`src/hdl/mlft_ram.sv`:
```
// mlft_ram: generic simple dual port ram, one write and one registered read
// no dependencies; used for the mac entries and the per peer fill counts

module mlft_ram #(
    parameter int WIDTH = 8,
    parameter int DEPTH = 16
) (
    input  logic                                 i_clk,
    input  logic                                 i_we,
    input  logic [((DEPTH > 1) ? $clog2(DEPTH) : 1)-1:0] i_waddr,
    input  logic [WIDTH-1:0]                     i_wdata,
    input  logic [((DEPTH > 1) ? $clog2(DEPTH) : 1)-1:0] i_raddr,
    output logic [WIDTH-1:0]                     o_rdata
);

    logic [WIDTH-1:0] r_mem [DEPTH];
    logic [WIDTH-1:0] r_rdata;

    // write port and registered read port
    always_ff @(posedge i_clk) begin
        if (i_we) begin
            r_mem[i_waddr] <= i_wdata;
        end
        r_rdata <= r_mem[i_raddr];
    end

    assign o_rdata = r_rdata;

endmodule

```
`config.mk`:
```
export PLATFORM = sky130hd
export DESIGN_NAME = mlft_ram
export DESIGN_NICKNAME = d
export VERILOG_FILES = /design/src/hdl/mlft_ram.sv
export SDC_FILE = /design/constraint.sdc
export NUM_CORES = 1
export LEC_CHECK = 0
export ABC_AREA = 0
export BUFFER_PORTS_ARGS = -buffer_cell sky130_fd_sc_hd__buf_2
export CORE_UTILIZATION = 45
export DETAILED_ROUTE_END_ITERATION = 10
export PLACE_DENSITY = 0.69
export SLEW_MARGIN = 15
export SYNTH_ARGS = -nofsm -noshare
export SYNTH_HDL_FRONTEND = slang
export SYNTH_SLANG_ARGS = --single-unit
export TNS_END_PERCENT = 1
```
`constraint.sdc`:
```
create_clock -name i_clk -period 2.2 [get_ports i_clk]
set_clock_uncertainty 0.05 [all_clocks]
set_input_delay 0.33 -clock i_clk [delete_from_list [all_inputs] [get_ports i_clk]]
set_output_delay 0.33 -clock i_clk [all_outputs]
set_load 0.005 [all_outputs]
```
==> run_results.csv <==
group,metric,value,unit
status,status,"finished clean",
synthesis,synth_cells,229,
floorplan,initial_utilization,0.469,
detailed_routing,remaining_drc_errors,0,
synthesis,async_reset_ff_frac,0,
critical_path,startpoint_type,"register",
cells_and_area,fin_util,0.563,
floorplan,dieWidth,109,um
detailed_routing,vias,2406,
detailed_routing,avgRoutedWirePerCell,21.6,um
sta,setup_viol,0,
critical_path,cp.arrival,1.64,ns
job,max_cap_violations,0,
sta,rsz0062_at_grt,"no",
critical_path,crit_chain,"mux4_1 > a22oi_1 > nand2_1",
grt,antenna_found_initial,0,
placed_design,io_buffers,25,
grt,grt_pass1_vias,2466,
synthesis,yosys-top-cells-area,"edfxtp_1 (75%), mux4_2 (7.9%), mux4_1 (7.1%)",
detailed_routing,first_pass_iters,5,
sta,fin_ws,0.798,ns
detailed_routing,route.met3.wl,426,um
sta,slew_viol_final,0,
cells_and_area,n_fill_cell,793,
clock_tree,htreeDepth,4,
placed_design,place_ws,0.392,ns
critical_path,worstRegToRegCells,3,
floorplan,rows,38,
synthesis,syn_nets,247,
critical_path,crit_type,"reg -> reg",
synthesis,synth_top_cell_by_area,"edfxtp_1",
cells_and_area,fin_area,0.00618,mm2
synthesis,ys.flop_type,"edfxtp_1",
pwr,ir_worst_vdd,584,uV
detailed_routing,drt-total-wl,9380,um
synthesis,synth.distinct_cells,19,
hold_path,hp-class,"in -> reg",
pwr,total_power,6.34,mW
detailed_routing,highest_layer,"met4",
floorplan,die_h,109,um
detailed_routing,drt_first_iter_violations,202,
sta,fmax,713,MHz
cells_and_area,areaGrowthSynthToFinish,20.2,%
floorplan,top_level_ports,26,
synthesis,synth-edff-count,128,
clock_tree,cts_resized,0,
synthesis,yosysMostFrequentCell,"edfxtp_1",
cells_and_area,drive_gt1_frac,0.310,
sta,post-route-period-util,0.637,
synthesis,ys_seq_area_frac,0.778,
critical_path,critical_path.endpoint,"o_rdata[3]",
clock_tree,insertion_delay,0.40,ns
clock_tree,path_clk_slew,0.06,ns
cells_and_area,nets,300,
synthesis,synthTopCellsByCount,"edfxtp_1 (128), mux4_2 (18), a22oi_1 (16)",
synthesis,netlist_area,0.00515,mm2
floorplan,core,0.0110,mm2
grt,track_usage,0.176,
clock_tree,clkSinkCount,136,
sta,hold_viol,0,
grt,gr-total-overflow,0,
critical_path,slowest_stage,"mux4_1",
grt,grt_max_degree,33,
clock_tree,cts_buffer_depth,2,
critical_path,cp-end-kind,"register",
critical_path,r2r_end,"o_rdata[3]",
floorplan,dieArea,0.0119,mm2
clock_tree,cts_tree,"yes",
detailed_routing,wl_met1,4030,um
clock_tree,cts_setup_buffers,0,
placed_design,place_area,0.00552,mm2
placed_design,gp_congestion,0.693,
pwr,leakagePower,2.13,nW
synthesis,synth_top_area_frac,0.747,
critical_path,cp_max_fo,1,
synthesis,ys_warn_count,0,
grt,grt_pass1_wl,14300,um
cells_and_area,antenna_cells,0,
synthesis,syn_avg_cell_area,22.5,um2
clock_tree,postCtsHoldBufs,0,
detailed_routing,wl_met2,4750,um
sta,min_period,1.40,ns
placed_design,hpwl,5990,um
detailed_routing,routed_via_density,5.54,
detailed_routing,postRouteAntennaNets,0,
pwr,power_density,1020,mW/mm2
critical_path,r2r_setup_slack,0.80,ns
critical_path,r2r_start,"r_mem[0][3]",
critical_path,crit_path_start,"r_mem[0][3]",
clock_tree,cts-buffers-inserted,17,
critical_path,required,2.44,ns
sta,finalSetupTns,0,ns
sta,slew_headroom,0.564,
synthesis,ys_ff_latch,136,
sta,worst_slew_pin_slew,0.652,ns
critical_path,cp_slowest_stage_delay,0.50,ns
clock_tree,clock-root-buffer,"clkbuf_16",
critical path, delay by kind of cell (launching register included):
kind | cells | cell delay, ns
AOI/OAI and AO/OA | 1 | 0.27
DFF | 1 | 0.39
muxes | 1 | 0.50
and+or+nand+nor | 1 | 0.08
flip-flops by register name, indices dropped and copies added (netlist names):
register	count
r_mem	128
o_rdata	8
metal layers:
layer / GRT usage / vias up
li1: - / 1077
met1: 0.215 / 1247
met2: 0.287 / 67
met3: 0.0610 / 15
met4: 0.0705 / 0
met5: 0 / -
cells in the final DEF (no fill, tap or decap), drive strengths merged:
cell | synthesis | routed
nor2b | 1 | 1
buf | 7 | 44
nand3 | 1 | 1
nor3 | 4 | 4
dfxtp | 8 | 8
a22oi | 16 | 16
clkinv | 0 | 3
nand2 | 9 | 9
bufinv | 0 | 6
edfxtp | 128 | 128
nor2 | 13 | 13
or3b | 1 | 1
mux4 | 32 | 32
and2b | 1 | 1
clkbuf | 0 | 22
and2 | 1 | 1
nand3b | 2 | 2
nand2b | 2 | 2
worst min path at each step:
stage / startpoint / end / slack, ns / cells past startpoint
final: i_wdata[7] / r_mem[13][7] / 0.26 / 1
after detailed placement: r_mem[15][2] / o_rdata[2] / 0.61 / 3
after global routing: i_wdata[2] / r_mem[6][2] / 0.26 / 1
after CTS: i_wdata[7] / r_mem[12][7] / 0.25 / 1
after global placement: r_mem[12][2] / o_rdata[2] / 0.60 / 3
after floorplan: i_wdata[0] / r_mem[0][0] / 0.38 / 0
where the power goes:
group	switching, mW	internal (mW)	total (mW)
combinational	0.142	0.114	0.255
sequential	0.0171	2.90	2.92
clock	0.964	2.20	3.17
stage by stage:
step | hold slack [ns] | instances
floorplan | 0.379 | 229
global placement | 0.601 | 403
detailed placement | 0.609 | 403
CTS | 0.247 | 434
global route | 0.261 | 434
finish | 0.261 | 434
final cells by class:
class | instances | area [um2] | area share
clock buffers | 22 | 474 | 0.0767
repair buffers | 44 | 280 | 0.0453
multi-input cells | 83 | 1060 | 0.171
well taps | 140 | 175 | 0.0283
flip-flops and latches | 136 | 4000 | 0.647
clock inverters | 9 | 194 | 0.0314
kinds of logic (layout without fill, tap and decap cells):
kind of cell    count (synthesis)  after routing  synth area share
flops                         136            136             0.778
simple gates                   35             35            0.0318
mux                            32             32             0.150
compound gates                 16             16            0.0233
buf+inv                        10             75            0.0168
(Power assumes the default switching activity.)
